**src/sv/wgbu_pkg.sv**
```systemverilog
`default_nettype none
package wgbu_pkg;

    localparam int ONE_Q12 = 4096;
    localparam int RECIP_SHIFT = 20;

    localparam logic OP_LOAD = 1'b0;
    localparam logic OP_INTERP = 1'b1;

    localparam logic [2:0] CFG_WINDOW_SIZE = 3'd0;
    localparam logic [2:0] CFG_HALF_WINDOW = 3'd1;
    localparam logic [2:0] CFG_NUM_LINES = 3'd2;
    localparam logic [2:0] CFG_NUM_SAMPS = 3'd3;
    localparam logic [2:0] CFG_INTERP_BIT = 3'd4;
    localparam logic [2:0] CFG_WATER_BIT = 3'd5;
    localparam logic [2:0] CFG_FILL_BIT = 3'd6;

    typedef enum logic [1:0] {
        KIND_INTERP = 2'd0,
        KIND_CENTER = 2'd1,
        KIND_FILL = 2'd2
    } t_kind;

    typedef struct packed {
        logic [15:0] value;
        logic [7:0] flag;
        t_kind kind;
    } t_res;

    // ceil(2^20 / ws) for ws 2..16, else 2^20; exact floor quotient for dividends below 2^16
    function automatic logic [20:0] recip(input logic [4:0] ws);
        logic [20:0] r;
        unique case (ws)
            5'd2: r = 21'd524288;
            5'd3: r = 21'd349526;
            5'd4: r = 21'd262144;
            5'd5: r = 21'd209716;
            5'd6: r = 21'd174763;
            5'd7: r = 21'd149797;
            5'd8: r = 21'd131072;
            5'd9: r = 21'd116509;
            5'd10: r = 21'd104858;
            5'd11: r = 21'd95326;
            5'd12: r = 21'd87382;
            5'd13: r = 21'd80660;
            5'd14: r = 21'd74899;
            5'd15: r = 21'd69906;
            5'd16: r = 21'd65536;
            default: r = 21'd1048576;
        endcase
        return r;
    endfunction

endpackage
`default_nettype wire

```
**src/sv/wgbu_if.sv**
```systemverilog
`default_nettype none


interface wgbu_out_if;
    logic valid;
    logic ready;
    logic [15:0] aerosol_value;
    logic [7:0] pixel_flag;
    logic [1:0] result_kind;

    modport source(output valid, aerosol_value, pixel_flag, result_kind, input ready);
    modport sink(input valid, aerosol_value, pixel_flag, result_kind, output ready);
endinterface
`default_nettype wire

```
**src/sv/wgbu_ofifo.sv**
```systemverilog
`default_nettype none
module wgbu_ofifo (
    input  wire logic            i_clk,
    input  wire logic            i_rst_n,
    input  wire logic            i_push,
    input  wgbu_pkg::t_res       i_data,
    output logic                 o_full,
    wgbu_out_if.source           o_result
);
    import wgbu_pkg::*;

    t_res r_mem [2];
    logic r_wp, r_rp;
    logic [1:0] r_cnt;
    logic pop;

    assign pop = o_result.valid && o_result.ready;

    always_ff @(posedge i_clk) begin
        if (!i_rst_n) begin
            r_wp <= 1'b0;
            r_rp <= 1'b0;
            r_cnt <= 2'd0;
        end else begin
            if (i_push) begin
                r_wp <= ~r_wp;
            end
            if (pop) begin
                r_rp <= ~r_rp;
            end
            r_cnt <= r_cnt + 2'(i_push) - 2'(pop);
        end
    end

    always_ff @(posedge i_clk) begin
        if (i_push) begin
            r_mem[r_wp] <= i_data;
        end
    end

    assign o_full = (r_cnt == 2'd2);
    assign o_result.valid = (r_cnt != 2'd0);
    assign o_result.aerosol_value = r_mem[r_rp].value;
    assign o_result.pixel_flag = r_mem[r_rp].flag;
    assign o_result.result_kind = r_mem[r_rp].kind;

endmodule
`default_nettype wire
```
**src/flat_wrapper.sv**
```systemverilog
// flat-port wrapper written by rule: the top's interface ports become plain ports
module wgbu_ofifo_flat import wgbu_pkg::*;
  (i_clk, i_rst_n, i_push, i_data, o_full, o_result_valid, o_result_aerosol_value, o_result_pixel_flag, o_result_result_kind, o_result_ready);
  wgbu_out_if o_result_i ();
  input  wire logic i_clk;
  input  wire logic i_rst_n;
  input  wire logic i_push;
  input  wgbu_pkg::t_res i_data;
  output logic o_full;
  output wire logic [$bits(o_result_i.valid)-1:0] o_result_valid;
  output wire logic [$bits(o_result_i.aerosol_value)-1:0] o_result_aerosol_value;
  output wire logic [$bits(o_result_i.pixel_flag)-1:0] o_result_pixel_flag;
  output wire logic [$bits(o_result_i.result_kind)-1:0] o_result_result_kind;
  input wire logic [$bits(o_result_i.ready)-1:0] o_result_ready;
  assign o_result_valid = o_result_i.valid;
  assign o_result_aerosol_value = o_result_i.aerosol_value;
  assign o_result_pixel_flag = o_result_i.pixel_flag;
  assign o_result_result_kind = o_result_i.result_kind;
  assign o_result_i.ready = o_result_ready;
  wgbu_ofifo u_core (.i_clk(i_clk), .i_rst_n(i_rst_n), .i_push(i_push), .i_data(i_data), .o_full(o_full), .o_result(o_result_i));
endmodule
```
**config.mk**
```make
export PLATFORM = sky130hd
export DESIGN_NAME = wgbu_ofifo_flat
export DESIGN_NICKNAME = d
export VERILOG_FILES = /design/src/sv/wgbu_pkg.sv /design/src/sv/wgbu_if.sv /design/src/sv/wgbu_ofifo.sv /design/src/flat_wrapper.sv
export SDC_FILE = /design/constraint.sdc
export NUM_CORES = 1
export LEC_CHECK = 0
export ABC_AREA = 1
export ABC_CLOCK_PERIOD_IN_PS = 2600
export BUFFER_PORTS_ARGS = -buffer_cell sky130_fd_sc_hd__buf_2
export CAP_MARGIN = 30
export CORE_ASPECT_RATIO = 0.7
export CORE_UTILIZATION = 40
export DETAILED_ROUTE_END_ITERATION = 16
export HOLD_SLACK_MARGIN = 0.15
export PLACE_DENSITY = 0.63
export SKIP_CTS_REPAIR_TIMING = 1
export SYNTH_ARGS = -nofsm -noshare
export SYNTH_HDL_FRONTEND = slang
export SYNTH_SLANG_ARGS = --single-unit
export TNS_END_PERCENT = 1
```
**constraint.sdc**
```tcl
create_clock -name i_clk -period 2.6 [get_ports i_clk]
set_input_delay 0.52 -clock i_clk [delete_from_list [all_inputs] [get_ports i_clk]]
set_output_delay 0.52 -clock i_clk [all_outputs]
set_load 0.1 [all_outputs]
```
Word level (Yosys, flattened, before mapping)
Memories as Yosys holds them, arrays and structs flattened. A register that Yosys moved wholly into a read port is not among the register bits.
Cells that the tools add are included.
Widths: inputs -> output; s select.
{"block": "totals", "ff_bits": 4, "latchBits": 0, "ramBits": 52, "mem_bits_ro": 0, "wordCells": 15, "mem_count": 1}
{"block": "classes", "add_sub_neg": 2, "mul": 0, "div_mod_pow": 0, "order_cmp": 0, "eq_ne": 1, "shift": 0, "muxes": 4, "n_bitwise": 2, "reduce_logical": 2}
{"name": "u_core.r_mem", "words": 2, "width": 26, "rd": 1, "rd_clocked_by_memory_dff": 1, "wr": 1, "line_no": "wgbu_ofifo.sv:12", "text": "t_res r_mem [2];"}
{"cell": "$mux 1", "count": 4}
{"cell": "$add 2x1->2", "count": 1}
{"cell": "$eq 2x2->1 const B", "count": 1}
{"cell": "$not 1->1", "count": 2}
{"cell": "$reduce_bool 2->1", "count": 1}
{"cell": "$sub 2x1->2", "count": 1}
{"cell": "$logic_and 1x1->1", "count": 1}

Longest topological paths before layout
{"block": "logic_depth", "depth_word": 4, "mapped_depth": 10, "depth_no_buf": 10}

Least setup slack after synthesis
Ideal clock, no wire load.
{"block": "synth_path", "path_kind": "reg2out", "startpoint": "reg u_core.r_cnt[1]", "endpoint": "out o_full", "arrival_time_ns": 1.640, "required_time_ns": 2.080, "setup_slack_ns": 0.440, "stages_incl_launch_ff": 3, "path_cell_list": "dfxtp_1 > inv_1 > nor2_1"}
{"block": "synth_via", "elab_chain_cells": 1}
{"element": "start: declaration", "line_no": "wgbu_ofifo.sv:14", "text": "logic [1:0] r_cnt;"}
{"element": "start signal: assignment", "line_no": "wgbu_ofifo.sv:31", "text": "r_cnt <= r_cnt + 2'(i_push) - 2'(pop);"}
{"element": "$eq 2x2->1", "line_no": "wgbu_ofifo.sv:41", "text": "assign o_full = (r_cnt == 2'd2);"}
{"element": "end: declaration", "line_no": "flat_wrapper.sv:9", "text": "output logic o_full;"}
No other way between the ends.

==> results.toml <==
[run_status]
status = "finished clean"

[synth]
synth_edf_count = 52
syn_area_um2 = 2220
synth_common_cells = "edfxtp_1, mux2_4, nor2_1"
async_flop_share_pct = 0
yosysMostFrequentCell = "edfxtp_1"
synthCells = 117
yosysWarningCount = 0
synth.net_count = 149
yosys.area.top_type = "edfxtp_1"
yosysSeqAreaShare_pct = 74.9
avgSynthCellArea_um2 = 19.0
synth_top_area_share_pct = 70.4
ys_top_cells_by_area = "edfxtp_1, mux2_4, dfxtp_1, mux2_2, buf_12"
synth-main-ff-cell = "edfxtp_1"
synth-seq-cells = 57
synth_cell_types = 12

[run]
drv_cap = 0

[pwr]
p_switching_mw = 1.27
seq_power_share_pct = 37.3
internal-power_mw = 1.68
p_leak_nw = 1.13
total_power_mw = 2.95
pwr-share-comb_pct = 41.3
swShare_pct = 43.1
power_frac_clock_pct = 21.4
pwr_density_cell_nw_per_um2 = 1080
peakVddDrop_mv = 0.492

[sta]
rsz0062_at_grt = "no"
hold_viol = 0
whs_ns = 0.387
post-route-min-period_ns = 2.08
fin_skew_ns = 0.00300
slew_headroom_pct = 63.3
worst_pin_slew_ns = 0.550
fin_ws_ns = 0.523
setup_viol = 0
fin_setup_tns_ns = 0
slew_violations = 0
clock.fmax_ghz = 0.481
post-route-period-util_pct = 79.9

[critical_path]
path_cells = "buf_4, mux2_2, buf_2"
slowest_delay_ns = 0.37
cp.arrival_ns = 1.56
required_ns = 2.08
cp_max_fo = 14
crit_path_end_kind = "output port"
slowest_stage = "mux2_2"
start_kind = "flip-flop"
critPathKind = "reg -> out"

[clocking]
clk_path_buf_depth = 2
cts_tree = "yes"
htreeDepth = 3
cts_made_buffers = 9
clk_pin_slew_ns = 0.06
root_buffer = "clkbuf_8"
cts.sinks = 57
worst_skew_pair.late_latency_ns = 0.32

[route]
via_per_inst = 4.48
routedWlPerCell_um = 13.1
via_count = 1179
wirelength_mm = 3.44
ant_nets = 0
detail_route.iter0.violations = 37
drcViolationCount = 0
drt_pass1_iterations = 4

[die]
io_pins = 58
rows = 22
start_util_pct = 42.0
die-area_um2 = 5850
die_w_um = 91.0
core_area_um2 = 5290
fp.dieH_um = 64.3

[grt]
overflow = 0
antenna_found_initial = 0
grt_pass1_vias = 1208
grt_pass1_wl_mm = 5.46
grt_use_total_pct = 13.2
grt_max_degree = 27

[finish]
nNetsFinal = 218
layout-drive-gt1-share_pct = 52.9
ff_latch_area_um2 = 1660
fill_cells = 470
num_antenna_cells = 0
multi_input_area_um2 = 478
area_growth_pct = 23.6

[placement]
pre_cts_ws_ns = 0.842
dp_hpwl_mm = 2.36
gp_congestion = 0.730
io_buffers = 57

[hold_path]
hp-class = "in -> reg"
-- power groups by stage --
stage / sequential (mW) / clock, mW / combinational (mW)
final: 1.10 / 0.632 / 1.22
after CTS: 1.10 / 0.651 / 1.23
after global routing: 1.11 / 0.700 / 1.28
after detailed placement: 1.12 / 0 / 1.23
after global placement: 1.12 / 0 / 1.21
after floorplan: 1.11 / 0 / 1.11
-- registers in the layout (all words and copies together), names as in the netlist, named ones only --
name,count
u_core.r_mem,52
u_core.r_cnt,2
u_core.r_wp,1
u_core.r_rp,1
-- logic make-up (layout without fill, tap and decap cells) --
kind of cell    count (synthesis)  count (layout)  share of synthesized area [%]
simple gates                   20              20                           3.50
flops                          57              57                           74.9
mux                            26              26                           16.6
fa+ha+maj                       2               2                           1.13
compound gates                  1               1                          0.225
buf+inv                        11              85                           3.67
-- path summary, 6_finish.rpt --
kind | depth (start not counted) | start | to | slack [ns]
hold reg to reg | 2 | u_core.r_rp | u_core.r_rp | 0.51
hold / removal | 1 | i_data[10] | u_core.r_mem[1][10] | 0.39
setup reg to reg | 10 | u_core.r_cnt[0] | u_core.r_cnt[1] | 1.21
setup / recovery | 3 | flip-flop | o_result_pixel_flag[1] | 0.52
-- placed cells by master, fill, tap and decap left out, drive strengths merged --
cell and n:
clkinv 5, ha 2, buf 61, nand3 2, mux2 26, edfxtp 52, dfxtp 5, nor2 10
nand2 8, a21oi 1, inv 8, clkbuf 11
-- routing by layer --
| layer | track usage [%] | vias to the layer above | part of all wire, % |
|---|---|---|---|
| li1 | - | 567 | - |
| met1 | 13.9 | 557 | 39 |
| met2 | 21.4 | 51 | 50 |
| met3 | 8.81 | 4 | 10 |
| met4 | 4.17 | 0 | 0.73 |
| met5 | 0 | - | 0 |
-- critical path: cells and delay by family (launching register included) --
| family | cells | cell delay [ns] |
|---|---|---|
| multiplexers | 1 | 0.37 |
| buffers and inverters | 2 | 0.55 |
| flip-flops | 1 | 0.32 |
-- layout make-up --
cell class	instances	share of cell area, %
Clock inverter	5	0.821
Clock buffer	11	4.79
Tap cell	72	3.28
Sequential cell	57	60.6
Timing Repair Buffer	61	12.0
Inverter	8	1.09
Multi-Input combinational cell	49	17.4
-- per-stage QoR --
stage / instances / util [%] / instance area [µm²]
CTS: 263 / 51.9 / 2740
floorplan: 117 / - / 2220
global placement: 247 / 49.0 / 2590
detailed placement: 247 / 49.0 / 2590
finish: 263 / 51.9 / 2740
global route: 263 / 51.9 / 2740
(Power assumes the default switching activity.)
