$ cat src/sv/wgbu_pkg.sv
`default_nettype none
package wgbu_pkg;

    localparam int ONE_Q12 = 4096;
    localparam int RECIP_SHIFT = 20;

    localparam logic OP_LOAD = 1'b0;
    localparam logic OP_INTERP = 1'b1;

    localparam logic [2:0] CFG_WINDOW_SIZE = 3'd0;
    localparam logic [2:0] CFG_HALF_WINDOW = 3'd1;
    localparam logic [2:0] CFG_NUM_LINES = 3'd2;
    localparam logic [2:0] CFG_NUM_SAMPS = 3'd3;
    localparam logic [2:0] CFG_INTERP_BIT = 3'd4;
    localparam logic [2:0] CFG_WATER_BIT = 3'd5;
    localparam logic [2:0] CFG_FILL_BIT = 3'd6;

    typedef enum logic [1:0] {
        KIND_INTERP = 2'd0,
        KIND_CENTER = 2'd1,
        KIND_FILL = 2'd2
    } t_kind;

    typedef struct packed {
        logic [15:0] value;
        logic [7:0] flag;
        t_kind kind;
    } t_res;

    // ceil(2^20 / ws) for ws 2..16, else 2^20; exact floor quotient for dividends below 2^16
    function automatic logic [20:0] recip(input logic [4:0] ws);
        logic [20:0] r;
        unique case (ws)
            5'd2: r = 21'd524288;
            5'd3: r = 21'd349526;
            5'd4: r = 21'd262144;
            5'd5: r = 21'd209716;
            5'd6: r = 21'd174763;
            5'd7: r = 21'd149797;
            5'd8: r = 21'd131072;
            5'd9: r = 21'd116509;
            5'd10: r = 21'd104858;
            5'd11: r = 21'd95326;
            5'd12: r = 21'd87382;
            5'd13: r = 21'd80660;
            5'd14: r = 21'd74899;
            5'd15: r = 21'd69906;
            5'd16: r = 21'd65536;
            default: r = 21'd1048576;
        endcase
        return r;
    endfunction

endpackage
`default_nettype wire

$ cat src/sv/wgbu_axis.sv
`default_nettype none
module wgbu_axis #(
    parameter int LIM = 256,
    localparam int CW = $clog2(LIM)
) (
    input  wire logic          i_clk,
    input  wire logic          i_en,
    input  wire logic [11:0]   i_pos,
    input  wire logic [12:0]   i_n,
    input  wire logic [4:0]    i_ws,
    input  wire logic [3:0]    i_hw,
    output logic      [CW-1:0] o_cell,
    output logic      [CW-1:0] o_nb,
    output logic      [12:0]   o_raw,
    output logic               o_eq,
    output logic      [12:0]   o_w
);
    import wgbu_pkg::*;

    localparam logic [12:0] LIMQ = 13'(LIM - 1);

    logic [20:0] rc;

    logic [11:0] r1_pos;
    logic [32:0] r1_pp;
    logic [32:0] r1_np;

    logic [12:0] q, qn, qb;
    logic [CW-1:0] cell_a, cell_b;
    logic [15:0] cl_a, cl_b;
    logic [CW-1:0] r2_cell;
    logic [15:0] r2_cl;
    logic [11:0] r2_pos;
    logic [12:0] r2_raw;

    logic neg;
    logic [15:0] ad;
    logic [CW-1:0] r3_cell;
    logic [15:0] r3_ad;
    logic [36:0] r3_ap;
    logic r3_neg, r3_eq, r3_prv, r3_nxt;
    logic [12:0] r3_raw;

    logic [15:0] qq;
    logic [4:0] rem;
    logic to_prev;
    logic [CW-1:0] r4_cell, r4_nb;
    logic [15:0] r4_x;
    logic r4_eq;
    logic [12:0] r4_raw;

    logic [36:0] r5_wp;

    assign rc = recip(i_ws);

    always_comb begin
        q = r1_pp[32:20];
        qn = r1_np[32:20];
        qb = (qn == 13'd0) ? 13'd0 : qn - 13'd1;
        cell_a = (q > LIMQ) ? CW'(LIM - 1) : q[CW-1:0];
        cell_b = (qb > LIMQ) ? CW'(LIM - 1) : qb[CW-1:0];
        cl_a = 16'(cell_a) * 16'(i_ws) + 16'(i_hw);
        cl_b = 16'(cell_b) * 16'(i_ws) + 16'(i_hw);
        neg = r2_cl > 16'(r2_pos);
        ad = neg ? r2_cl - 16'(r2_pos) : 16'(r2_pos) - r2_cl;
        qq = r3_ap[35:20];
        rem = 5'(r3_ad - 16'(qq * 16'(i_ws)));
        to_prev = r3_neg && (rem != 5'd0);
    end

    always_ff @(posedge i_clk) begin
        if (i_en) begin
            r1_pos <= i_pos;
            r1_pp <= 33'(i_pos) * 33'(rc);
            r1_np <= 33'(i_n) * 33'(rc);

            r2_pos <= r1_pos;
            r2_raw <= q;
            if (cl_a >= 16'(i_n)) begin
                r2_cell <= cell_b;
                r2_cl <= cl_b;
            end else begin
                r2_cell <= cell_a;
                r2_cl <= cl_a;
            end

            r3_cell <= r2_cell;
            r3_ad <= ad;
            r3_ap <= 37'(ad) * 37'(rc);
            r3_neg <= neg;
            r3_eq <= (r2_cl == 16'(r2_pos));
            r3_prv <= (r2_cl >= 16'(i_ws)) && (r2_cell != '0);
            r3_nxt <= (17'(r2_cl) + 17'(i_ws) + 17'd1 < 17'(i_n)) &&
                      (int'(r2_cell) < LIM - 1);
            r3_raw <= r2_raw;

            r4_cell <= r3_cell;
            if (to_prev) begin
                r4_nb <= r3_prv ? r3_cell - CW'(1) : r3_cell;
            end else begin
                r4_nb <= r3_nxt ? r3_cell + CW'(1) : r3_cell;
            end
            r4_x <= (16'(rem) << 12) + 16'(i_ws >> 1);
            r4_eq <= r3_eq;
            r4_raw <= r3_raw;

            r5_wp <= 37'(r4_x) * 37'(rc);
        end
    end

    assign o_cell = r4_cell;
    assign o_nb = r4_nb;
    assign o_raw = r4_raw;
    assign o_eq = r4_eq;
    assign o_w = r5_wp[32:20];

endmodule
`default_nettype wire

$ cat config.mk
export PLATFORM = sky130hd
export DESIGN_NAME = wgbu_axis
export DESIGN_NICKNAME = d
export VERILOG_FILES = /design/src/sv/wgbu_pkg.sv /design/src/sv/wgbu_axis.sv
export SDC_FILE = /design/constraint.sdc
export NUM_CORES = 2
export LEC_CHECK = 0
export BUFFER_PORTS_ARGS = -buffer_cell sky130_fd_sc_hd__buf_2
export CORE_MARGIN = 2
export CORE_UTILIZATION = 67
export DETAILED_ROUTE_END_ITERATION = 8
export PLACE_DENSITY = 0.87
export SLEW_MARGIN = 20
export SYNTH_ARGS = -nofsm -noshare
export SYNTH_HDL_FRONTEND = slang
export SYNTH_SLANG_ARGS = --single-unit
$ cat constraint.sdc
create_clock -name i_clk -period 9.92 [get_ports i_clk]
set_input_delay 0.496 -clock i_clk [delete_from_list [all_inputs] [get_ports i_clk]]
set_output_delay 0.496 -clock i_clk [all_outputs]
set_load 0.01 [all_outputs]
Word level (Yosys, flattened, before mapping)
Memory sizes are Yosys's and may differ from the RTL's.
Index checks and enable logic that the tools add are counted.
Word-level totals
  bits in writable memories: 0
  input bits: 36
  memories kept: 1
  register bits: 272
  bits in latches: 0
  bits in read-only memories: 672
  word-level logic and storage cells: 63
  output and inout bits: 43
Cells by class
  reductions and logical operators: 6
  multiplexer cells: 9
  multiply operators: 7
  bitwise logic cells: 0
  add/subtract/negate cells: 11
  equality and inequality tests: 1
  div/mod/pow operators: 0
  shift operators: 0
  magnitude comparators: 7
Memories
  (no name shown): depth 32, width 21, rd ports 1, clocked after memory_dff 0, write ports 0, line wgbu_pkg.sv:33  | unique case (ws)
Operator list (number)
  8-bit 2-to-1 mux: 6
  16-bit by 21-bit multiplier with 36-bit output: 1
  12-bit by 21-bit multiplier with 33-bit output: 1
  13-bit by 21-bit multiplier with 33-bit output: 1
  16-bit by 21-bit multiplier with 33-bit output: 1
  13-bit by 4-bit adder with 14-bit output: 2
  13-bit by 8-bit greater-than comparator with 1-bit output, second input constant: 2
  8-bit by 5-bit multiplier with 13-bit output: 2
  16-bit by 5-bit adder with 17-bit output: 1
  17-bit by 1-bit adder with 17-bit output, second input constant: 1
  17-bit by 13-bit < comparator with 1-bit output: 1
  16-bit by 4-bit adder with 16-bit output: 1
  16-bit by 12-bit == test with 1-bit output: 1
  16-bit by 5-bit >= comparator with 1-bit output: 1
  16-bit by 12-bit greater-than comparator with 1-bit output: 1
  16-bit by 5-bit multiplier with 5-bit output: 1
  16-bit 2-to-1 mux: 1
  12-bit by 16-bit subtractor with 16-bit output: 1
  16-bit by 12-bit subtractor with 16-bit output: 1
  14-bit by 13-bit >= comparator with 1-bit output: 1
  14-bit 2-to-1 mux: 1
  13-bit zero test: 1
  13-bit 2-to-1 mux: 1
  13-bit by 1-bit subtractor with 13-bit output, second input constant: 1
  other kinds (7): 9

Longest topological paths before layout
  word-level depth: 7
  depth in mapped cells: 39
  gate-level depth less buffers: 35

Worst setup path after synthesis
OpenSTA, ideal clock, no wires.
  kind: register to register
  start point: register r2_cl[5]
  end point: register r3_ap[24] (data pin)
  library setup time: 0.269 ns
  data required time: 9.651 ns
  data arrival time: 8.773 ns
  path slack: 0.878 ns
  stages on the path, launching flop included: 40
  clock period less this slack: 9.042 ns
  path buffers: 4
  path through: edfxtp_1 -> clkbuf_1 -> inv_1 -> ha_1 -> buf_2 -> nand3_1 -> or4_4 -> clkinv_4 -> nor3b_4 -> a21oi_4 -> inv_6 -> clkbuf_1 -> nand2_1 -> o21ai_0 -> xor2_1 -> inv_1 -> clkbuf_1 -> nand2_1 -> [... 4 more ...] -> fa_1 -> inv_1 -> fa_1 -> fa_1 -> inv_1 -> fa_1 -> inv_1 -> ha_1 -> nand4_1 -> nor2_1 -> o211ai_1 -> or3_1 -> a2111oi_0 -> o21ai_0 -> a21boi_0 -> o21ai_0 -> o21ai_0 -> xor3_1
Between the ends
  longest elaborated chain between the ends: 3
RTL lines
  start: declaration: line wgbu_axis.sv:32  | logic [15:0] r2_cl;
  start signal: assignment: line wgbu_axis.sv:81  | r2_cl <= cl_b;
  start signal: assignment: line wgbu_axis.sv:84  | r2_cl <= cl_a;
  16-bit by 12-bit greater-than comparator with 1-bit output: line wgbu_axis.sv:64  | neg = r2_cl > 16'(r2_pos);
  named net neg: line wgbu_axis.sv:36  | logic neg;
  16-bit 2-to-1 mux: line wgbu_axis.sv:65  | ad = neg ? r2_cl - 16'(r2_pos) : 16'(r2_pos) - r2_cl;
  named net ad[2]: line wgbu_axis.sv:37  | logic [15:0] ad;
  16-bit by 21-bit multiplier with 36-bit output: line wgbu_axis.sv:89  | r3_ap <= 37'(ad) * 37'(rc);
  end signal: assignment: line wgbu_axis.sv:89
  end: declaration: line wgbu_axis.sv:40  | logic [36:0] r3_ap;
The timed path passes the listed nets, and every way through them passes these cells.
A chain may end at the register's enable or synchronous reset.

Worst setup path after layout
  start point: register r2_cl[6]
  end point: register r3_ap[24] (data pin)
Between the ends
  longest elaborated chain between the ends: 3
RTL lines (line)
  12-bit by 16-bit subtractor with 16-bit output, or another cell as far along: wgbu_axis.sv:65
  16-bit 2-to-1 mux (*): wgbu_axis.sv:65
  16-bit by 21-bit multiplier with 36-bit output (*): wgbu_axis.sv:89
Every way passes the cells marked *; elsewhere a longest branch is shown, timed or not.

==> flow_summary.toml <==
[clock_network]
clk_latency_ps = 490
clkSinkCount = 171
root_buffer = "clkbuf_16"
cts_tree = "done"
clockBufferDepth = 2
htree_levels = 4
path_clk_slew_ps = 80
cts_made_buffers = 17

[setup_path]
cp.arrival_ps = 9690
endpoint = "r3_ap[24]$_DFFE_PP_"
r2r.worst_path.cells = 34
critPathMaxFanout = 18
crit_type = "reg2reg"
reg2reg_to = "r3_ap[24]$_DFFE_PP_"
crit_top_cell = "fa_1"
crit_start = "r2_cl[6]$_DFFE_PP_"
reg2reg_from = "r2_cl[6]$_DFFE_PP_"
r2r_setup_slack_ps = 470
slowest_delay_ps = 520
startpoint_type = "flop"
endpoint_kind = "flop"
required_ps = 10150
worst_path_max_delay_cell = "fa_1"

[floorplanning]
die_x_um = 246
rows = 88
top_level_ports = 79
start_util_pct = 67.9
die_h_um = 246
die-area_um2 = 60500
coreArea_um2 = 57800

[detailed_routing]
vias = 30200
via_per_inst = 6.05
drt_first_pass_iters = 7
routedWlPerCell_um = 21.4
route.detailed.drc = 0
postRouteWirelength_um = 107000
final_antenna_net_count = 0
drt-initial-drc-count = 2824

[logic_synthesis]
seq_area_frac_synth_pct = 13.1
syn-num-nets = 5474
ys.warnings.count = 0
synthDistinctLibCells = 76
synth_ff_type = "edfxtp_1"
synth_cells = 4258
synth.avg_cell_area_um2 = 9.21
synth_edf_count = 171
syn_area_um2 = 39200
ys_ff_latch = 171
async_flop_share_pct = 0

[pwr]
power_density_nw_per_um2 = 295
p_leak_nw = 20.5
p_total_mw = 12.2
vdd_ir_drop_max_mv = 0.541

[layout]
nNetsFinal = 5437
fin_util_pct = 71.2
area_delta_synth_final_pct = 4.99
drive_gt1_share_pct = 5.76
multi_input_area_um2 = 30100
seq_area_um2 = 5130
instances_no_fill = 5001
nFillCells = 4011

[hold_path]
hold_start = "r2_raw[6]$_DFFE_PP_"
hold_path.class = "reg2reg"

[sta]
slew_violations = 0
tns_ps = 0
finalCritPeriodShare_pct = 95.3
fin_crit_ps = 9450
worstMarginPinSlew_ps = 1120
hold_viol = 0
fmax_mhz = 106
rsz0062_at_grt = "no"
slew_headroom_pct = 25.4
skew_ps = 14.7
setup_viol = 0

[grt]
antenna_found_initial = 4
overflow = 0
grt_max_degree = 103
grt_first_pass_wirelength_um = 170000
grt_pass1_vias = 32100
track_usage_pct = 37.0

[placed_design]
portBuffers = 78
hpwlAfterDp_um = 82100
placed_cells = 4964
gp_congestion = 1.04

[run]
max-cap-violations = 0

[run_status]
status = "finished, final reports clean"
[Yosys cell counts (21+ instances only)]
master / number / area share (%)
ha_1: 443 / 14
a21oi_1: 88 / 1.1
xor2_1: 33 / 0.74
nand4_1: 21 / 0.33
clkbuf_1: 200 / 1.9
nand2_1: 671 / 6.4
o21ai_0: 61 / 0.78
and2_1: 197 / 3.1
a21o_1: 56 / 1.1
xnor2_1: 100 / 2.2
nand3_1: 25 / 0.32
edfxtp_1: 171 / 13
nor2_1: 252 / 2.4
inv_1: 879 / 8.4
and3_1: 57 / 0.91
fa_1: 737 / 38
nor3_1: 27 / 0.34
[how the worst min path moves through the flow]
stage	endpoint	slack, ps	cells after the start
floorplan	o_eq$_DFFE_PP_	400	0
global placement	o_raw[7]$_DFFE_PP_	400	0
detailed placement	o_raw[7]$_DFFE_PP_	400	0
CTS	r3_raw[4]$_DFFE_PP_	420	0
global route	o_raw[6]$_DFFE_PP_	430	0
finish	r3_raw[6]$_DFFE_PP_	420	0
[through the flow]
step	hold slack, ps	worst slack [ps]	instance area [um^2]
final	424	465	41200
after global routing	430	6.08	41200
after CTS	422	226	41100
after detailed placement	405	259	40500
after global placement	401	531	40500
after floorplan	400	878	39200
[logic make-up (layout without fill, tap and decap cells)]
| logic type | after synthesis | after routing | synth area share (%) |
|---|---|---|---|
| buf+inv | 1093 | 1069 | 10.5 |
| compound gates | 319 | 319 | 5.29 |
| fa+ha+maj | 1180 | 1180 | 51.7 |
| flops | 171 | 171 | 13.1 |
| other cells | 0 | 2 | 0 |
| xor+xnor | 137 | 137 | 3.19 |
| mux | 31 | 31 | 0.909 |
| simple gates | 1327 | 1327 | 15.2 |
[what timing repair did]
action / CTS / global route
hold buffers: 0 / 0
endpoints found under the setup margin: 0 / 3
resized for setup: 0 / 9
buffers inserted: 0 / 3
[critical path: cells and delay by family (launching register included)]
kind | cells | cell delay (ps)
simple gates | 7 | 1520
buf+inv | 9 | 1150
fa+ha+maj | 8 | 3710
xor+xnor | 2 | 510
compound gates | 8 | 1810
flops | 1 | 480
[cell type report]
| cell class | count | share of cell area (%) |
|---|---|---|
| Multi-Input combinational cell | 2994 | 73.2 |
| Sequential cell | 171 | 12.5 |
| Inverter | 884 | 8.09 |
| Timing Repair Buffer | 153 | 2.33 |
| Tap cell | 765 | 2.32 |
| Clock buffer | 17 | 1.03 |
| Clock inverter | 15 | 0.583 |
| Antenna cell | 2 | 0.0122 |
[state kept, by name, indices dropped and copies added (netlist names), 8 cells and up]
register  flops
r2_cl        14
o_raw        13
r1_np        13
r1_pp        13
r2_raw       13
r3_raw       13
r5_wp        13
r1_pos       12
r2_pos       12
o_cell        8
o_nb          8
r2_cell       8
r3_cell       8
r4_x          8
[layer usage]
layer | GRT usage, % | part of all wire [%]
met5 | 0 | 0.017
met4 | 19.4 | 6.3
met3 | 9.45 | 12
met2 | 59.2 | 46
met1 | 46.5 | 35
[where the power goes]
part | total, mW | switching, mW | internal [mW]
clock | 0.753 | 0.358 | 0.395
sequential | 1.44 | 0.240 | 1.20
combinational | 9.97 | 5.93 | 4.04
total | 12.2 | 6.53 | 5.63
[placed cells by master (no fill, tap or decap), types with 17 or more instances in the layout]
cell type,synthesis,layout
and2_1,197,196
nand2b_1,17,17
inv_1,879,877
xnor2_1,100,98
clkbuf_16,0,17
mux2_2,17,17
nor2_1,252,249
fa_1,737,737
nand4_1,21,21
nor3_1,27,26
buf_2,4,77
a21oi_1,88,82
o21ai_0,61,61
and3_1,57,57
buf_4,0,75
edfxtp_1,171,171
xor2_1,33,33
ha_1,443,443
a21o_1,56,56
nand3_1,25,25
nand2_1,671,670
No activity file was read; power rests on OpenSTA's default activity.
